$ cat src/rtl/packed_nibble_framebuffer_draw_defines.svh
// ----------------------------------------------------------------------------
// Assertion macros for the framebuffer draw engine
// Implication checks that compile away when SYNTHESIS is defined.
// ----------------------------------------------------------------------------
`ifndef PACKED_NIBBLE_FRAMEBUFFER_DRAW_DEFINES_SVH
`define PACKED_NIBBLE_FRAMEBUFFER_DRAW_DEFINES_SVH

`ifndef SYNTHESIS

// Same-cycle implication.
`define PNFB_ASSERT_IMP(label, clk, rst, ante, cons) \
   label: assert property (@(posedge clk) disable iff (rst) (ante) |-> (cons)) \
      else $error("pnfb assertion failed");

// Next-cycle implication.
`define PNFB_ASSERT_NXT(label, clk, rst, ante, cons) \
   label: assert property (@(posedge clk) disable iff (rst) (ante) |=> (cons)) \
      else $error("pnfb assertion failed");

`else

`define PNFB_ASSERT_IMP(label, clk, rst, ante, cons)
`define PNFB_ASSERT_NXT(label, clk, rst, ante, cons)

`endif

`endif

$ cat src/rtl/pnfb_pkg.sv
`default_nettype none
// ----------------------------------------------------------------------------
// pnfb_pkg
// Screen geometry, derived widths, command codes and shared types of the
// framebuffer draw engine.
// ----------------------------------------------------------------------------
package pnfb_pkg;

   // Screen geometry. Four 4-bit pixels share one 16-bit word.
   localparam int SCREEN_WIDTH  = 160;
   localparam int SCREEN_HEIGHT = 120;
   localparam int WORDS_PER_ROW = 40;
   localparam int BUF_WORDS     = WORDS_PER_ROW * SCREEN_HEIGHT;

   // Word index: covers a buffer plus the widest possible row offset.
   localparam int IDX_W  = $clog2(BUF_WORDS + 257);
   // Memory holds both buffers back to back.
   localparam int MEM_AW = $clog2(2 * BUF_WORDS);
   // Row and column counts of a fill or clear sweep.
   localparam int ROW_W   = $clog2(SCREEN_HEIGHT + 1);
   localparam int COL_MAX = (WORDS_PER_ROW > SCREEN_WIDTH / 4) ?
                            WORDS_PER_ROW : SCREEN_WIDTH / 4;
   localparam int COL_W   = $clog2(COL_MAX + 1);

   // Command queue between the front and back parts.
   localparam int QUEUE_DEPTH = 2;
   localparam int QPTR_W      = $clog2(QUEUE_DEPTH);
   localparam int QCNT_W      = $clog2(QUEUE_DEPTH + 1);

   // Command codes on the request channel.
   localparam logic [2:0] KIND_CLEAR   = 3'd0;
   localparam logic [2:0] KIND_PIXEL   = 3'd1;
   localparam logic [2:0] KIND_FILL    = 3'd2;
   localparam logic [2:0] KIND_SELECT  = 3'd3;
   localparam logic [2:0] KIND_SWAP    = 3'd4;
   localparam logic [2:0] KIND_PRESENT = 3'd5;
   localparam logic [2:0] KIND_READ    = 3'd6;

   // Classified operation as handed to the back part.
   typedef enum logic [2:0] {
      OP_CLEAR,
      OP_PIXEL,
      OP_FILL,
      OP_SELECT,
      OP_SWAP,
      OP_PRESENT,
      OP_READ,
      OP_REJECT
   } pnfb_op_type;

   // Back part sequencer states.
   typedef enum logic [2:0] {
      ST_IDLE,
      ST_FILL,
      ST_PIX_RD,
      ST_PIX_WR,
      ST_READ,
      ST_DONE
   } pnfb_state_type;

   // One classified command.
   typedef struct packed {
      pnfb_op_type        op;
      logic [IDX_W-1:0]   word_idx;
      logic [1:0]         nib;
      logic [3:0]         color;
      logic               sel;
      logic [ROW_W-1:0]   rows;
      logic [COL_W-1:0]   cols;
   } pnfb_cmd_type;

   // Queue occupancy flags.
   typedef struct packed {
      logic full;
      logic empty;
   } pnfb_q_status_type;

endpackage
`default_nettype wire

$ cat src/rtl/pnfb_queue.sv
`default_nettype none
// ----------------------------------------------------------------------------
// pnfb_queue
// Short first-in first-out queue of classified commands between the front
// and back parts.
// ----------------------------------------------------------------------------
module pnfb_queue (
   input  logic                        clock,
   input  logic                        reset,
   input  logic                        push,
   input  pnfb_pkg::pnfb_cmd_type      push_cmd,
   input  logic                        pop,
   output pnfb_pkg::pnfb_cmd_type      head_cmd,
   output pnfb_pkg::pnfb_q_status_type q_status
);
   import pnfb_pkg::*;

   pnfb_cmd_type      entry_ff [QUEUE_DEPTH];
   logic [QPTR_W-1:0] wr_ptr_ff, wr_ptr_in;
   logic [QPTR_W-1:0] rd_ptr_ff, rd_ptr_in;
   logic [QCNT_W-1:0] count_ff, count_in;

   // Pointer and occupancy updates.
   always_comb begin
      wr_ptr_in = wr_ptr_ff;
      rd_ptr_in = rd_ptr_ff;
      count_in  = count_ff;
      if (push) begin
         wr_ptr_in = (wr_ptr_ff == QPTR_W'(QUEUE_DEPTH - 1)) ? '0 : wr_ptr_ff + 1'b1;
      end
      if (pop) begin
         rd_ptr_in = (rd_ptr_ff == QPTR_W'(QUEUE_DEPTH - 1)) ? '0 : rd_ptr_ff + 1'b1;
      end
      if (push && !pop) begin
         count_in = count_ff + 1'b1;
      end else if (pop && !push) begin
         count_in = count_ff - 1'b1;
      end
   end

   always_ff @(posedge clock) begin
      if (reset) begin
         wr_ptr_ff <= '0;
         rd_ptr_ff <= '0;
         count_ff  <= '0;
      end else begin
         wr_ptr_ff <= wr_ptr_in;
         rd_ptr_ff <= rd_ptr_in;
         count_ff  <= count_in;
      end
   end

   // Entry storage needs no reset.
   always_ff @(posedge clock) begin
      if (push) begin
         entry_ff[wr_ptr_ff] <= push_cmd;
      end
   end

   assign head_cmd       = entry_ff[rd_ptr_ff];
   assign q_status.full  = (count_ff == QCNT_W'(QUEUE_DEPTH));
   assign q_status.empty = (count_ff == '0);

endmodule
`default_nettype wire

$ cat config.mk
export PLATFORM = sky130hd
export DESIGN_NAME = pnfb_queue
export DESIGN_NICKNAME = d
export VERILOG_FILES = /design/src/rtl/packed_nibble_framebuffer_draw_defines.svh /design/src/rtl/pnfb_pkg.sv /design/src/rtl/pnfb_queue.sv
export SDC_FILE = /design/constraint.sdc
export NUM_CORES = 1
export LEC_CHECK = 0
export BUFFER_PORTS_ARGS = -buffer_cell sky130_fd_sc_hd__buf_2
export CAP_MARGIN = 0
export CORE_ASPECT_RATIO = 0.8
export CORE_MARGIN = 3
export CORE_UTILIZATION = 40
export DETAILED_ROUTE_END_ITERATION = 6
export SLEW_MARGIN = 15
export SYNTH_ARGS = -nofsm -noshare
export SYNTH_HDL_FRONTEND = slang
export SYNTH_SLANG_ARGS = --single-unit
export TNS_END_PERCENT = 100
$ cat constraint.sdc
create_clock -name clock -period 3.2 [get_ports clock]
set_input_delay 0.32 -clock clock [delete_from_list [all_inputs] [get_ports clock]]
set_output_delay 0.32 -clock clock [all_outputs]
set_load 0.005 [all_outputs]
==> impl_metrics.py <==
metrics = {
    "cells_and_area": {
        "multi_input_area_um2": 518,
        "seqCellArea_mm2": 0.00226,
        "drive_above_1_share_pct": 57.1,
        "n_antenna_cell": 0,
        "fillers": 572,
        "nNetsFinal": 260,
        "synthToLayoutAreaGrowth_pct": 22.1,
    },
    "timing": {
        "max_freq_mhz": 469,
        "fin_crit_ns": 2.13,
        "worst_pin_slew_ns": 0.911,
        "worst_clock_skew_ns": 0.00246,
        "drv_slew": 0,
        "final-setup-viol-count": 0,
        "period_share_pct": 66.6,
        "rsz0062_at_grt": "no",
        "maxSlewHeadroom_pct": 39.3,
        "fin_setup_tns_ns": 0,
        "hold_viol_final": 0,
        "hold_ws_ns": 0.167,
    },
    "power_and_ir_drop": {
        "p_leak_nw": 1.30,
        "irDropWorstVdd_v": 0.000313,
        "powerDensity_mw_per_mm2": 579,
    },
    "clock_tree": {
        "postCtsHoldBufs": 0,
        "clk_latency_ns": 0.34,
        "clk_pin_slew_ns": 0.07,
        "root_buffer": "clkbuf_8",
        "cts_setup_buffers": 0,
        "clock_path_buffers": 2,
        "clock-sinks": 77,
        "cts_resized": 0,
        "cts_buffers": 9,
        "cts_tree": "done",
        "h-tree-depth": 3,
    },
    "synthesis": {
        "yosysWarnings": 0,
        "synthTopCellsByCount": "72 x edfxtp_1, 36 x mux2_2, 5 x dfxtp_1, 5 x nor2_1, 3 x buf_6",
        "yosysUniqueCellTypes": 16,
        "avgSynthCellArea_um2": 21.0,
        "synth_top_area_share_pct": 76.8,
        "postSynth.asyncResetShare_pct": 0,
        "syn_area_mm2": 0.00281,
        "synth_edf_count": 72,
        "synth_most_common_cell": "edfxtp_1",
        "synthFlopType": "edfxtp_1",
        "synth_area_leaders": "edfxtp_1 77%, mux2_2 14%, dfxtp_1 3.6%",
        "synth-seq-cells": 77,
        "synth_top_cell_by_area": "edfxtp_1",
        "synth_fp_nets": 175,
        "ys_seq_area_share_pct": 80.4,
        "syn_inst": 134,
    },
    "setup_path": {
        "worstPathArrival_ns": 1.81,
        "critical_path.top_delay_family": "flip-flops",
        "r2r_end": "entry_ff[0][14]$_DFFE_PP_",
        "r2r_start": "wr_ptr_ff$_SDFFE_PP0P_",
        "crit_path_end_kind": "output pin",
        "ff2ff_path_depth": 2,
        "path_cells": "mux2_2 > buf_2",
        "cpPeakStageDelay_ns": 0.89,
        "r2r_slack_ns": 1.63,
        "cp-start-kind": "flop",
        "worstPathRequired_ns": 2.88,
        "path_class": "flop to output pin",
        "path_buf_inv": 1,
        "crit_fanout": 36,
        "crit_path_top_delay_cell": "dfxtp_2",
    },
    "min_path": {
        "hp-class": "input pin to flop",
        "hold_depth": 1,
        "min_to": "entry_ff[1][13]$_DFFE_PP_",
        "min_from": "push_cmd[13]",
    },
    "floorplanning": {
        "dieArea_mm2": 0.00808,
        "fp.coreArea_mm2": 0.00660,
        "io_pins": 78,
        "fp.dieH_um": 81.0,
        "start_util_pct": 42.6,
        "die_width_um": 99.8,
        "rows": 26,
    },
    "global_route": {
        "grt_start_max_net_pins": 37,
        "grt_pass1_wl_mm": 7.27,
        "grt_usage_pct": 12.5,
        "grt_overflow": 0,
        "first_global_vias": 1506,
        "antenna_found_initial": 0,
    },
    "routing": {
        "ant_nets": 0,
        "drtIter0Drc": 50,
        "vias_per_cell": 4.59,
        "drtPass1Iterations": 4,
        "dr_total_vias": 1413,
        "wl_per_cell_um": 15.2,
        "drc": 0,
        "routed_wl_mm": 4.68,
    },
    "place": {
        "port_buffers": 77,
        "hpwl_mm": 2.98,
        "gp_congestion": 0.669,
    },
    "outcome": {
        "status": "finished, final reports clean",
    },
    "job": {
        "maxCapViolations": 0,
    },
}
-- placed cells by master, fill, tap and decap left out, types with 2 or more instances in the layout --
cell      synthesis  layout
xor2_1            2       2
edfxtp_1         72      72
clkinv_1          0       2
mux2_2           36      36
clkbuf_1          0       4
nor2_1            5       5
buf_2             1      77
xnor2_1           2       2
dfxtp_1           5       4
clkbuf_8          0       9
-- sequential cells by signal (all words and copies together), names as in the netlist, named ones only --
signal	cells
entry_ff	72
rd_ptr_ff	1
count_ff	2
wr_ptr_ff	1
-- per-layer routing --
metal	routed length, um	share of wire [%]	up-vias	global-route usage [%]
li1	-	-	690	-
met3	481	10	7	7.98
met4	50	1.1	0	2.86
met2	2160	46	60	19.1
met5	0	0	-	0
met1	1990	43	656	14.8
-- kinds of logic (layout without fill, tap and decap cells) --
family,Yosys count,count (layout),synth area share [%]
mux,36,36,14.4
simple gates,9,9,1.65
compound gates,2,2,0.355
buf+inv,5,95,1.51
flops,77,77,80.4
xor+xnor,4,4,1.25
fa+ha+maj,1,1,0.445
-- stage by stage --
stage	cells	instance area [um2]	power, W	worst slack (ns)	util (%)
after floorplan	134	2810	0.00133	0.823	-
after global placement	292	3280	0.00144	1.40	49.7
after detailed placement	292	3280	0.00144	1.39	49.7
after CTS	308	3430	0.00202	1.00	52.0
after global routing	308	3430	0.00210	0.930	52.0
final	308	3430	0.00199	1.07	52.0
-- power breakdown --
| part | leakage (nW) | total [W] | switching [W] | internal, W |
|---|---|---|---|---|
| clock | 0.0765 | 0.000579 | 0.000303 | 0.000276 |
| sequential | 0.718 | 0.00121 | 0.0000336 | 0.00117 |
| combinational | 0.502 | 0.000204 | 0.0000896 | 0.000114 |
-- area by class of cell --
cell class / instances / share of cell area (%)
sequential: 77 / 65.9
multi-input combinational: 52 / 15.1
timing repair buffer: 78 / 11.4
clock buffer: 13 / 4.04
tap: 84 / 3.06
clock inverter: 3 / 0.364
inverter: 1 / 0.109
-- worst max path at each step --
stage,from,to,slack [ns],depth (start not counted)
6_report,flop,head_cmd[35],1.07,2
5_1_grt,flop,head_cmd[11],0.93,2
4_1_cts,flop,head_cmd[35],1.00,2
3_5_place_dp,flop,head_cmd[35],1.39,2
3_3_place_gp,flop,head_cmd[35],1.40,2
2_1_floorplan,wr_ptr_ff$_SDFFE_PP0P_,entry_ff[0][0]$_DFFE_PP_,0.82,1
(Power assumes the default switching activity.)
