===== config.mk =====
export PLATFORM = sky130hd
export DESIGN_NAME = pnfb_front_flat
export DESIGN_NICKNAME = d
export VERILOG_FILES = /design/src/rtl/packed_nibble_framebuffer_draw_defines.svh /design/src/rtl/pnfb_pkg.sv /design/src/rtl/pnfb_channels.sv /design/src/rtl/pnfb_front.sv /design/src/flat_wrapper.sv
export SDC_FILE = /design/constraint.sdc
export NUM_CORES = 1
export LEC_CHECK = 0
export ABC_AREA = 1
export CORE_MARGIN = 5
export CORE_UTILIZATION = 55
export DETAILED_ROUTE_END_ITERATION = 12
export DONT_BUFFER_PORTS = 1
export MAX_ROUTING_LAYER = met4
export PLACE_DENSITY = 0.71
export SYNTH_ARGS = -nofsm -noshare
export SYNTH_HDL_FRONTEND = slang
export SYNTH_SLANG_ARGS = --single-unit

===== constraint.sdc =====
create_clock -name vclk -period 3.61
set_input_delay 0.722 -clock vclk [all_inputs]
set_output_delay 0.722 -clock vclk [all_outputs]
set_load 0.05 [all_outputs]

===== src/rtl/packed_nibble_framebuffer_draw_defines.svh =====
// ----------------------------------------------------------------------------
// Assertion macros for the framebuffer draw engine
// Implication checks that compile away when SYNTHESIS is defined.
// ----------------------------------------------------------------------------
`ifndef PACKED_NIBBLE_FRAMEBUFFER_DRAW_DEFINES_SVH
`define PACKED_NIBBLE_FRAMEBUFFER_DRAW_DEFINES_SVH

`ifndef SYNTHESIS

// Same-cycle implication.
`define PNFB_ASSERT_IMP(label, clk, rst, ante, cons) \
   label: assert property (@(posedge clk) disable iff (rst) (ante) |-> (cons)) \
      else $error("pnfb assertion failed");

// Next-cycle implication.
`define PNFB_ASSERT_NXT(label, clk, rst, ante, cons) \
   label: assert property (@(posedge clk) disable iff (rst) (ante) |=> (cons)) \
      else $error("pnfb assertion failed");

`else

`define PNFB_ASSERT_IMP(label, clk, rst, ante, cons)
`define PNFB_ASSERT_NXT(label, clk, rst, ante, cons)

`endif

`endif


===== src/rtl/pnfb_pkg.sv =====
`default_nettype none
// ----------------------------------------------------------------------------
// pnfb_pkg
// Screen geometry, derived widths, command codes and shared types of the
// framebuffer draw engine.
// ----------------------------------------------------------------------------
package pnfb_pkg;

   // Screen geometry. Four 4-bit pixels share one 16-bit word.
   localparam int SCREEN_WIDTH  = 160;
   localparam int SCREEN_HEIGHT = 120;
   localparam int WORDS_PER_ROW = 40;
   localparam int BUF_WORDS     = WORDS_PER_ROW * SCREEN_HEIGHT;

   // Word index: covers a buffer plus the widest possible row offset.
   localparam int IDX_W  = $clog2(BUF_WORDS + 257);
   // Memory holds both buffers back to back.
   localparam int MEM_AW = $clog2(2 * BUF_WORDS);
   // Row and column counts of a fill or clear sweep.
   localparam int ROW_W   = $clog2(SCREEN_HEIGHT + 1);
   localparam int COL_MAX = (WORDS_PER_ROW > SCREEN_WIDTH / 4) ?
                            WORDS_PER_ROW : SCREEN_WIDTH / 4;
   localparam int COL_W   = $clog2(COL_MAX + 1);

   // Command queue between the front and back parts.
   localparam int QUEUE_DEPTH = 2;
   localparam int QPTR_W      = $clog2(QUEUE_DEPTH);
   localparam int QCNT_W      = $clog2(QUEUE_DEPTH + 1);

   // Command codes on the request channel.
   localparam logic [2:0] KIND_CLEAR   = 3'd0;
   localparam logic [2:0] KIND_PIXEL   = 3'd1;
   localparam logic [2:0] KIND_FILL    = 3'd2;
   localparam logic [2:0] KIND_SELECT  = 3'd3;
   localparam logic [2:0] KIND_SWAP    = 3'd4;
   localparam logic [2:0] KIND_PRESENT = 3'd5;
   localparam logic [2:0] KIND_READ    = 3'd6;

   // Classified operation as handed to the back part.
   typedef enum logic [2:0] {
      OP_CLEAR,
      OP_PIXEL,
      OP_FILL,
      OP_SELECT,
      OP_SWAP,
      OP_PRESENT,
      OP_READ,
      OP_REJECT
   } pnfb_op_type;

   // Back part sequencer states.
   typedef enum logic [2:0] {
      ST_IDLE,
      ST_FILL,
      ST_PIX_RD,
      ST_PIX_WR,
      ST_READ,
      ST_DONE
   } pnfb_state_type;

   // One classified command.
   typedef struct packed {
      pnfb_op_type        op;
      logic [IDX_W-1:0]   word_idx;
      logic [1:0]         nib;
      logic [3:0]         color;
      logic               sel;
      logic [ROW_W-1:0]   rows;
      logic [COL_W-1:0]   cols;
   } pnfb_cmd_type;

   // Queue occupancy flags.
   typedef struct packed {
      logic full;
      logic empty;
   } pnfb_q_status_type;

endpackage
`default_nettype wire


===== src/rtl/pnfb_channels.sv =====
`default_nettype none
// ----------------------------------------------------------------------------
// pnfb channels
// Valid/ready channels for drawing requests and their responses.
// ----------------------------------------------------------------------------

// Request channel: one drawing command per word.
interface pnfb_req_if;
   logic       valid;
   logic       ready;
   logic [2:0] kind;
   logic [8:0] x_pos;
   logic [8:0] y_pos;
   logic [8:0] rect_width;
   logic [8:0] rect_height;
   logic [3:0] color;
   logic       buffer_select;
   logic [12:0] word_addr;

   modport source (output valid, kind, x_pos, y_pos, rect_width, rect_height,
                   color, buffer_select, word_addr, input ready);
   modport sink   (input valid, kind, x_pos, y_pos, rect_width, rect_height,
                   color, buffer_select, word_addr, output ready);
endinterface

`default_nettype wire


===== src/rtl/pnfb_front.sv =====
`default_nettype none
// ----------------------------------------------------------------------------
// pnfb_front
// Accepts requests, checks their ranges and turns each into a classified
// command with its start word and sweep size.
// ----------------------------------------------------------------------------
module pnfb_front (
   pnfb_req_if.sink                 req_if,
   input  pnfb_pkg::pnfb_q_status_type q_status,
   output logic                     push,
   output pnfb_pkg::pnfb_cmd_type   push_cmd
);
   import pnfb_pkg::*;

   logic [9:0]       x_right;
   logic [9:0]       y_bottom;
   logic             on_screen;
   logic             fill_ok;
   logic [IDX_W-1:0] pixel_idx;

   // Take a word whenever the queue has room.
   assign req_if.ready = !q_status.full;
   assign push         = req_if.valid && req_if.ready;

   // Range checks and the start word of a pixel or rectangle.
   assign x_right   = {1'b0, req_if.x_pos} + {1'b0, req_if.rect_width};
   assign y_bottom  = {1'b0, req_if.y_pos} + {1'b0, req_if.rect_height};
   assign on_screen = (req_if.x_pos < SCREEN_WIDTH) && (req_if.y_pos < SCREEN_HEIGHT);
   assign fill_ok   = on_screen && (req_if.rect_width != 9'd0) &&
                      (req_if.rect_height != 9'd0) && (req_if.x_pos[1:0] == 2'd0) &&
                      (req_if.rect_width[1:0] == 2'd0) && (x_right <= SCREEN_WIDTH) &&
                      (y_bottom <= SCREEN_HEIGHT);
   assign pixel_idx = IDX_W'(IDX_W'(req_if.y_pos) * IDX_W'(WORDS_PER_ROW)) +
                      IDX_W'(req_if.x_pos[8:2]);

   // Classify the word into a command for the back part.
   always_comb begin
      push_cmd       = '0;
      push_cmd.op    = OP_REJECT;
      push_cmd.nib   = req_if.x_pos[1:0];
      push_cmd.color = req_if.color;
      push_cmd.sel   = req_if.buffer_select;
      case (req_if.kind)
         KIND_CLEAR: begin
            push_cmd.op   = OP_CLEAR;
            push_cmd.rows = ROW_W'(SCREEN_HEIGHT);
            push_cmd.cols = COL_W'(WORDS_PER_ROW);
         end
         KIND_PIXEL: begin
            if (on_screen) begin
               push_cmd.op       = OP_PIXEL;
               push_cmd.word_idx = pixel_idx;
            end
         end
         KIND_FILL: begin
            if (fill_ok) begin
               push_cmd.op       = OP_FILL;
               push_cmd.word_idx = pixel_idx;
               push_cmd.rows     = ROW_W'(req_if.rect_height);
               push_cmd.cols     = COL_W'(req_if.rect_width[8:2]);
            end
         end
         KIND_SELECT:  push_cmd.op = OP_SELECT;
         KIND_SWAP:    push_cmd.op = OP_SWAP;
         KIND_PRESENT: push_cmd.op = OP_PRESENT;
         KIND_READ: begin
            if (req_if.word_addr < BUF_WORDS) begin
               push_cmd.op       = OP_READ;
               push_cmd.word_idx = IDX_W'(req_if.word_addr);
            end
         end
         default: push_cmd.op = OP_REJECT;
      endcase
   end

endmodule
`default_nettype wire


===== src/flat_wrapper.sv =====
// flat-port wrapper written by rule: the top's interface ports become plain ports
module pnfb_front_flat import pnfb_pkg::*;
  (q_status, push, push_cmd, req_if_valid, req_if_kind, req_if_x_pos, req_if_y_pos, req_if_rect_width, req_if_rect_height, req_if_color, req_if_buffer_select, req_if_word_addr, req_if_ready);
  pnfb_req_if req_if_i ();
  input  pnfb_pkg::pnfb_q_status_type q_status;
  output logic push;
  output pnfb_pkg::pnfb_cmd_type push_cmd;
  input wire logic [$bits(req_if_i.valid)-1:0] req_if_valid;
  input wire logic [$bits(req_if_i.kind)-1:0] req_if_kind;
  input wire logic [$bits(req_if_i.x_pos)-1:0] req_if_x_pos;
  input wire logic [$bits(req_if_i.y_pos)-1:0] req_if_y_pos;
  input wire logic [$bits(req_if_i.rect_width)-1:0] req_if_rect_width;
  input wire logic [$bits(req_if_i.rect_height)-1:0] req_if_rect_height;
  input wire logic [$bits(req_if_i.color)-1:0] req_if_color;
  input wire logic [$bits(req_if_i.buffer_select)-1:0] req_if_buffer_select;
  input wire logic [$bits(req_if_i.word_addr)-1:0] req_if_word_addr;
  output wire logic [$bits(req_if_i.ready)-1:0] req_if_ready;
  assign req_if_i.valid = req_if_valid;
  assign req_if_i.kind = req_if_kind;
  assign req_if_i.x_pos = req_if_x_pos;
  assign req_if_i.y_pos = req_if_y_pos;
  assign req_if_i.rect_width = req_if_rect_width;
  assign req_if_i.rect_height = req_if_rect_height;
  assign req_if_i.color = req_if_color;
  assign req_if_i.buffer_select = req_if_buffer_select;
  assign req_if_i.word_addr = req_if_word_addr;
  assign req_if_ready = req_if_i.ready;
  pnfb_front u_core (.req_if(req_if_i), .q_status(q_status), .push(push), .push_cmd(push_cmd));
endmodule

==> run_summary.xml, run 1 <==
<?xml version="1.0" encoding="UTF-8"?>
<metrics>
  <group name="drt">
    <metric name="wire_per_inst" unit="um">13.8</metric>
    <metric name="dr.pass1.iters" unit="">4</metric>
    <metric name="postRouteAntennaNets" unit="">0</metric>
    <metric name="dr_vias" unit="">2451</metric>
    <metric name="totalWireLength" unit="mm">6.22</metric>
    <metric name="avgViaCountPerCell" unit="">5.43</metric>
    <metric name="drt_iter0_drc" unit="">136</metric>
    <metric name="route.detailed.drc" unit="">0</metric>
  </group>
  <group name="placed_design">
    <metric name="finalWeightedCongestion" unit="">0.896</metric>
    <metric name="place.detailed.hpwl" unit="mm">5.53</metric>
    <metric name="dp_worst_setup_slack" unit="ns">0.0593</metric>
    <metric name="portBuffers" unit="">0</metric>
    <metric name="numPlacedInstances" unit="">450</metric>
    <metric name="placement.cell_area" unit="um2">2510</metric>
  </group>
  <group name="critical_path">
    <metric name="worst_setup_path_endpoint" unit="">push_cmd[10]</metric>
    <metric name="critPathRequiredTime" unit="ns">2.89</metric>
    <metric name="critical-path-slowest-cell" unit="">sky130_fd_sc_hd__fa_1</metric>
    <metric name="startpoint_type" unit="">input pin</metric>
    <metric name="timing_worst_setup_path_type" unit="">input pin to primary output</metric>
    <metric name="crit_path_end_kind" unit="">primary output</metric>
    <metric name="critical_path.max_stage_delay" unit="ns">0.43</metric>
    <metric name="cp_cell_sequence" unit="">ha_1 &gt; fa_1 &gt; or2_2 &gt; nor2_2 &gt; nand3_1 &gt; nand2_1 &gt; nand2_1 &gt; nand2_2 &gt; nand4_4 &gt; buf_6 &gt; o21ai_1 &gt; buf_6</metric>
    <metric name="crit_arrival" unit="ns">2.81</metric>
    <metric name="crit_path_max_fanout" unit="">4</metric>
    <metric name="worst_setup_path_startpoint" unit="">req_if_rect_width[0]</metric>
  </group>
  <group name="sta">
    <metric name="final_max_slew_viol_count" unit="">0</metric>
    <metric name="final-setup-viol-count" unit="">0</metric>
    <metric name="min_period_over_period" unit="%">97.7</metric>
    <metric name="timing.slew.headroom" unit="%">40.8</metric>
    <metric name="tightest_slew" unit="ns">0.885</metric>
    <metric name="timing.final.ws_setup" unit="ns">0.0815</metric>
    <metric name="finalWorstPathRequiredPeriod" unit="ns">3.53</metric>
    <metric name="timing_hold_violations_final" unit="">0</metric>
    <metric name="timing.hold.ws" unit="ns">1.44</metric>
    <metric name="fmax" unit="MHz">283</metric>
  </group>
  <group name="die">
    <metric name="die_x" unit="um">72.0</metric>
    <metric name="die_h" unit="um">72.0</metric>
    <metric name="design.die.area" unit="um2">5190</metric>
    <metric name="boundaryPins" unit="">98</metric>
    <metric name="rows" unit="">22</metric>
    <metric name="initial_utilization" unit="%">57.4</metric>
    <metric name="core_area" unit="um2">3690</metric>
  </group>
  <group name="synthesis">
    <metric name="postSynthAreaPerCell" unit="um2">5.60</metric>
    <metric name="synthesis.nets" unit="">477</metric>
    <metric name="synth.lib_cells_used.distinct" unit="">32</metric>
    <metric name="syn_area" unit="um2">2120</metric>
    <metric name="number_of_synthesis_warnings" unit="">0</metric>
    <metric name="syn_inst" unit="">378</metric>
    <metric name="ys_seq_area_share" unit="%">0</metric>
  </group>
  <group name="flow_run">
    <metric name="drv.max_cap_violation_count" unit="">0</metric>
  </group>
  <group name="cells_and_area">
    <metric name="final_cell_area" unit="um2">2640</metric>
    <metric name="antenna_cells_inserted" unit="">0</metric>
    <metric name="layout.area.seq" unit="um2">0</metric>
    <metric name="layout_cell_share_with_drive_strength_beyond_1" unit="%">16.6</metric>
    <metric name="post-route-util" unit="%">71.5</metric>
    <metric name="finalNetCount" unit="">504</metric>
    <metric name="numSequentialCells" unit="">0</metric>
    <metric name="syn_to_final_growth" unit="%">24.7</metric>
    <metric name="non_filler_cells_in_the_finished_layout" unit="">451</metric>
    <metric name="fill_cells" unit="">344</metric>
    <metric name="clock_buffer_count" unit="">0</metric>
  </group>
  <group name="power">
    <metric name="seqPwrFrac" unit="%">0</metric>
    <metric name="internal-power" unit="W">0.000149</metric>
    <metric name="powerDensity" unit="nW/um2">147</metric>
    <metric name="net-switching-power" unit="W">0.000238</metric>
    <metric name="ir_drop" unit="mV">0.0997</metric>
    <metric name="power.share.combinational" unit="%">100.0</metric>
    <metric name="clock_group_share_of_total_power" unit="%">0</metric>
    <metric name="cellLeakagePower" unit="nW">1.49</metric>
    <metric name="switching_share" unit="%">61.4</metric>
  </group>
  <group name="global_routing">
    <metric name="globalRouteTotalUtil" unit="%">23.2</metric>
    <metric name="global_route_wire_length_before_repair" unit="mm">9.86</metric>
    <metric name="number_of_antenna_violations_at_the_first_check_in_global_routing" unit="">0</metric>
    <metric name="globalRoute.totalOverflow" unit="">0</metric>
    <metric name="grt_max_degree" unit="">14</metric>
    <metric name="first_global_vias" unit="">2231</metric>
  </group>
  <group name="worst_hold_path">
    <metric name="hold_path.class" unit="">input pin to primary output</metric>
    <metric name="worst_hold_path.num_cells" unit="">0</metric>
  </group>
  <group name="clock_tree">
    <metric name="cts_hold_buf" unit="">0</metric>
  </group>
  <group name="outcome">
    <metric name="outcome" unit="">finished clean</metric>
  </group>
</metrics>
## cell type report
type / count / area, um2 / share of cell area (%)
timing repair buffer: 33 / 452 / 17.1
tap: 48 / 60.1 / 2.28
multi-input combinational: 309 / 1900 / 71.9
inverter: 61 / 229 / 8.68
## power groups by stage
stage                     Combinational, W  Clock, W  Sequential [W]
after detailed placement          0.000367         0               0
final                             0.000387         0               0
after global routing              0.000435         0               0
after global placement            0.000357         0               0
after floorplan                   0.000316         0               0
after CTS                         0.000369         0               0
## cell usage in the layout (no fill, tap or decap), drive strengths merged
cell	count
a211oi	1
a21o	1
a21oi	13
a31oi	1
and3	1
buf	33
fa	4
ha	35
inv	61
nand2	135
nand3	32
nand3b	4
nand4	12
nor2	35
nor3	6
nor4	1
o211ai	2
o21ai	8
o21bai	1
or2	1
or4	1
xnor2	6
xor2	9
## cell usage after synthesis (2+ instances only)
library cell               count  share of area, %
sky130_fd_sc_hd__a21oi_1      12               2.8
sky130_fd_sc_hd__buf_4         7               2.5
sky130_fd_sc_hd__fa_1          4               3.8
sky130_fd_sc_hd__ha_1         35                21
sky130_fd_sc_hd__inv_1        60                11
sky130_fd_sc_hd__nand2_1     126                22
sky130_fd_sc_hd__nand2_2       8               2.4
sky130_fd_sc_hd__nand3_1      31               7.3
sky130_fd_sc_hd__nand3b_1      4               1.4
sky130_fd_sc_hd__nand4_1      11               3.3
sky130_fd_sc_hd__nor2_1       34               6.0
sky130_fd_sc_hd__nor3_1        5               1.2
sky130_fd_sc_hd__o211ai_1      2              0.71
sky130_fd_sc_hd__o21ai_0       8               1.9
sky130_fd_sc_hd__xnor2_1       6               2.5
sky130_fd_sc_hd__xor2_1        9               3.7
## layer usage
layer	wire length [um]	share of wire [%]	track usage (%)
met1	2600	42	29.0
met5	0	0	-
met3	685	11	4.85
met4	36	0.58	1.67
met2	2900	47	40.0
## per-stage QoR
stage	setup TNS [ns]	total power (W)
after floorplan	-0.388	0.000316
after global placement	0	0.000357
after detailed placement	0	0.000367
after CTS	0	0.000369
after global routing	-0.181	0.000435
final	0	0.000387
## logic make-up (layout without fill, tap and decap cells)
group           count (synthesis)  after routing  synth area share [%]
xor+xnor                       15             15                  6.21
fa+ha+maj                      39             39                  24.5
buf+inv                        69             94                  13.8
compound gates                 27             27                  7.22
simple gates                  228            228                  48.3
## how the worst min path moves through the flow
stage                        end            startpoint
floorplan           push_cmd[13]  req_if_buffer_select
global placement    push_cmd[15]       req_if_color[1]
global route        push_cmd[15]       req_if_color[1]
finish              push_cmd[15]       req_if_color[1]
CTS                 push_cmd[15]       req_if_color[1]
detailed placement  push_cmd[15]       req_if_color[1]
## critical path, delay by kind of cell
| family | cells | cell delay (ns) |
|---|---|---|
| buffers and inverters | 2 | 0.37 |
| adders and majority gates | 2 | 0.64 |
| AOI/OAI and AO/OA | 1 | 0.14 |
| and+or+nand+nor | 7 | 0.92 |
## repair_timing
action	in CTS	in global routing
gates resized for setup	0	31
setup buffers	0	1
setup endpoints to repair	0	24
Power figures use the tool's default switching activity.
==> run 2, diff against run 1 <==
- RECOVER_POWER: unset -> 100
==> run 2 against run 1 <==
Net effect:
- final cell count is the same
- wire length fell by 0.19%
- fmax about the same
- hold slack is the same
- power decreased by 0.11%
- via count grew 0.29%
- die area unchanged
- global-route usage stayed put
- sequential share of layout area stayed put
- flip-flop and latch count stayed put
- critical endpoint unchanged
==> run_summary.xml, run 2 (synthesis gave the netlist of run 1 again) <==
<?xml version="1.0" encoding="UTF-8"?>
<metrics>
  <group name="critical_path">
    <metric name="critPathBufInv" unit="">2</metric>
    <metric name="critical-path-slowest-cell" unit="">sky130_fd_sc_hd__fa_1</metric>
    <metric name="crit_path_end_kind" unit="">primary output</metric>
    <metric name="crit_arrival" unit="ns">2.81</metric>
    <metric name="path_delay_family" unit="">simple AND/OR/NAND/NOR gates</metric>
    <metric name="timing_worst_setup_path_type" unit="">input pin to primary output</metric>
    <metric name="cp_cell_sequence" unit="">ha_1 &gt; fa_1 &gt; or2_2 &gt; nor2_2 &gt; nand3_1 &gt; nand2_1 &gt; nand2_1 &gt; nand2_2 &gt; nand4_4 &gt; buf_6 &gt; o21ai_1 &gt; buf_6</metric>
    <metric name="crit_path_max_fanout" unit="">4</metric>
    <metric name="startpoint_type" unit="">input pin</metric>
    <metric name="critical_path.max_stage_delay" unit="ns">0.43</metric>
    <metric name="critPathRequiredTime" unit="ns">2.89</metric>
  </group>
  <group name="cells_and_area">
    <metric name="layout_cell_share_with_drive_strength_beyond_1" unit="%">16.6</metric>
    <metric name="clock_buffer_count" unit="">0</metric>
    <metric name="final_common_cell" unit="">sky130_fd_sc_hd__nand2_1</metric>
    <metric name="syn_to_final_growth" unit="%">24.5</metric>
    <metric name="numSequentialCells" unit="">0</metric>
    <metric name="antenna_cells_inserted" unit="">0</metric>
    <metric name="finalNetCount" unit="">504</metric>
    <metric name="layout.area.seq" unit="um2">0</metric>
    <metric name="most_frequent_cells_in_the_layout" unit="">124 x sky130_fd_sc_hd__nand2_1, 60 x sky130_fd_sc_hd__inv_1, 34 x sky130_fd_sc_hd__ha_1</metric>
    <metric name="final_cell_area" unit="um2">2640</metric>
  </group>
  <group name="global_routing">
    <metric name="globalRoute.totalOverflow" unit="">0</metric>
    <metric name="number_of_antenna_violations_at_the_first_check_in_global_routing" unit="">0</metric>
    <metric name="first_global_vias" unit="">2231</metric>
    <metric name="globalRouteTotalUtil" unit="%">23.2</metric>
    <metric name="grt_max_degree" unit="">14</metric>
    <metric name="global_route_wire_length_before_repair" unit="mm">9.86</metric>
  </group>
  <group name="sta">
    <metric name="min_period_over_period" unit="%">97.7</metric>
    <metric name="final_max_slew_viol_count" unit="">0</metric>
    <metric name="final-setup-viol-count" unit="">0</metric>
    <metric name="timing_hold_violations_final" unit="">0</metric>
    <metric name="tightest_slew" unit="ns">0.885</metric>
    <metric name="finalWorstPathRequiredPeriod" unit="ns">3.53</metric>
    <metric name="fmax" unit="MHz">283</metric>
    <metric name="timing.slew.headroom" unit="%">40.8</metric>
  </group>
  <group name="drt">
    <metric name="dr_vias" unit="">2458</metric>
    <metric name="route.detailed.drc" unit="">0</metric>
    <metric name="dr.pass1.iters" unit="">5</metric>
    <metric name="avgViaCountPerCell" unit="">5.45</metric>
    <metric name="wire_per_inst" unit="um">13.8</metric>
    <metric name="totalWireLength" unit="mm">6.21</metric>
    <metric name="postRouteAntennaNets" unit="">0</metric>
    <metric name="drt_iter0_drc" unit="">149</metric>
  </group>
  <group name="die">
    <metric name="die_h" unit="um">72.0</metric>
    <metric name="boundaryPins" unit="">98</metric>
    <metric name="rows" unit="">22</metric>
    <metric name="initial_utilization" unit="%">57.4</metric>
    <metric name="die_x" unit="um">72.0</metric>
    <metric name="core_area" unit="um2">3690</metric>
    <metric name="design.die.area" unit="um2">5190</metric>
  </group>
  <group name="power">
    <metric name="power.share.combinational" unit="%">100.0</metric>
    <metric name="internal-power" unit="W">0.000149</metric>
    <metric name="clock_group_share_of_total_power" unit="%">0</metric>
    <metric name="cellLeakagePower" unit="nW">1.49</metric>
    <metric name="net-switching-power" unit="W">0.000238</metric>
    <metric name="powerDensity" unit="nW/um2">147</metric>
    <metric name="seqPwrFrac" unit="%">0</metric>
    <metric name="totalPowerFinal" unit="W">0.000386</metric>
    <metric name="switching_share" unit="%">61.5</metric>
    <metric name="ir_drop" unit="mV">0.0997</metric>
  </group>
  <group name="placed_design">
    <metric name="placement.cell_area" unit="um2">2510</metric>
    <metric name="portBuffers" unit="">0</metric>
    <metric name="finalWeightedCongestion" unit="">0.896</metric>
    <metric name="place.detailed.hpwl" unit="mm">5.53</metric>
  </group>
  <group name="outcome">
    <metric name="outcome" unit="">finished clean</metric>
  </group>
  <group name="worst_hold_path">
    <metric name="hold_path.class" unit="">input pin to primary output</metric>
  </group>
  <group name="clock_tree">
    <metric name="cts_hold_buf" unit="">0</metric>
  </group>
  <group name="flow_run">
    <metric name="drv.max_cap_violation_count" unit="">0</metric>
  </group>
</metrics>
==> run 2: cell types whose count changed in the layout (fill, tap and decap cells not counted), sizes merged <==
| cell | before | now |
|---|---|---|
| buf | 33 | 32 |
| clkbuf | 0 | 1 |
==> run 2: what timing repair did <==
| action | 4_1_cts | 5_1_grt |
|---|---|---|
| setup buffers | 0 | 1 |
| gates resized for setup | 0 | 31 |
| endpoints found under the setup margin | 0 | 24 |
==> run 2: through the flow <==
stage          hold WS (ns)  cells  setup slack [ns]  util (%)  setup TNS, ns
3_5_place_dp           1.44    450            0.0593      68.2              0
2_1_floorplan          1.61    378           -0.0385         -         -0.388
5_1_grt                1.44    451           -0.0267      71.4         -0.181
4_1_cts                1.44    450            0.0446      68.2              0
3_3_place_gp           1.44    450            0.0958      68.2              0
6_report               1.44    451            0.0818      71.4              0
==> run 2: path summary, 6_finish.rpt <==
path / end / slack, ns / from / cells past startpoint
setup / recovery: push_cmd[10] / 0.08 / req_if_rect_width[0] / 12
hold / removal: push_cmd[15] / 1.44 / req_if_color[1] / 0
==> run 2: final cells by class <==
class	instances	area, um2
well taps	48	60.1
inverters	61	229
fillers	344	1050
multi-input cells	309	1900
repair buffers	33	449
==> run 2: power by group through the flow <==
stage                     combinational [W]  sequential [W]  clock (W)
final                              0.000386               0          0
after global routing               0.000435               0          0
after CTS                          0.000369               0          0
after detailed placement           0.000367               0          0
after global placement             0.000357               0          0
after floorplan                    0.000316               0          0
==> run 2: routing by layer <==
| metal | GRT usage, % | vias to the layer above | routed length, um |
|---|---|---|---|
| met5 | - | - | 0 |
| met4 | 1.67 | 0 | 36 |
| met3 | 4.85 | 5 | 691 |
| met2 | 40.0 | 107 | 2900 |
| met1 | 29.0 | 1082 | 2580 |
| li1 | - | 1264 | - |
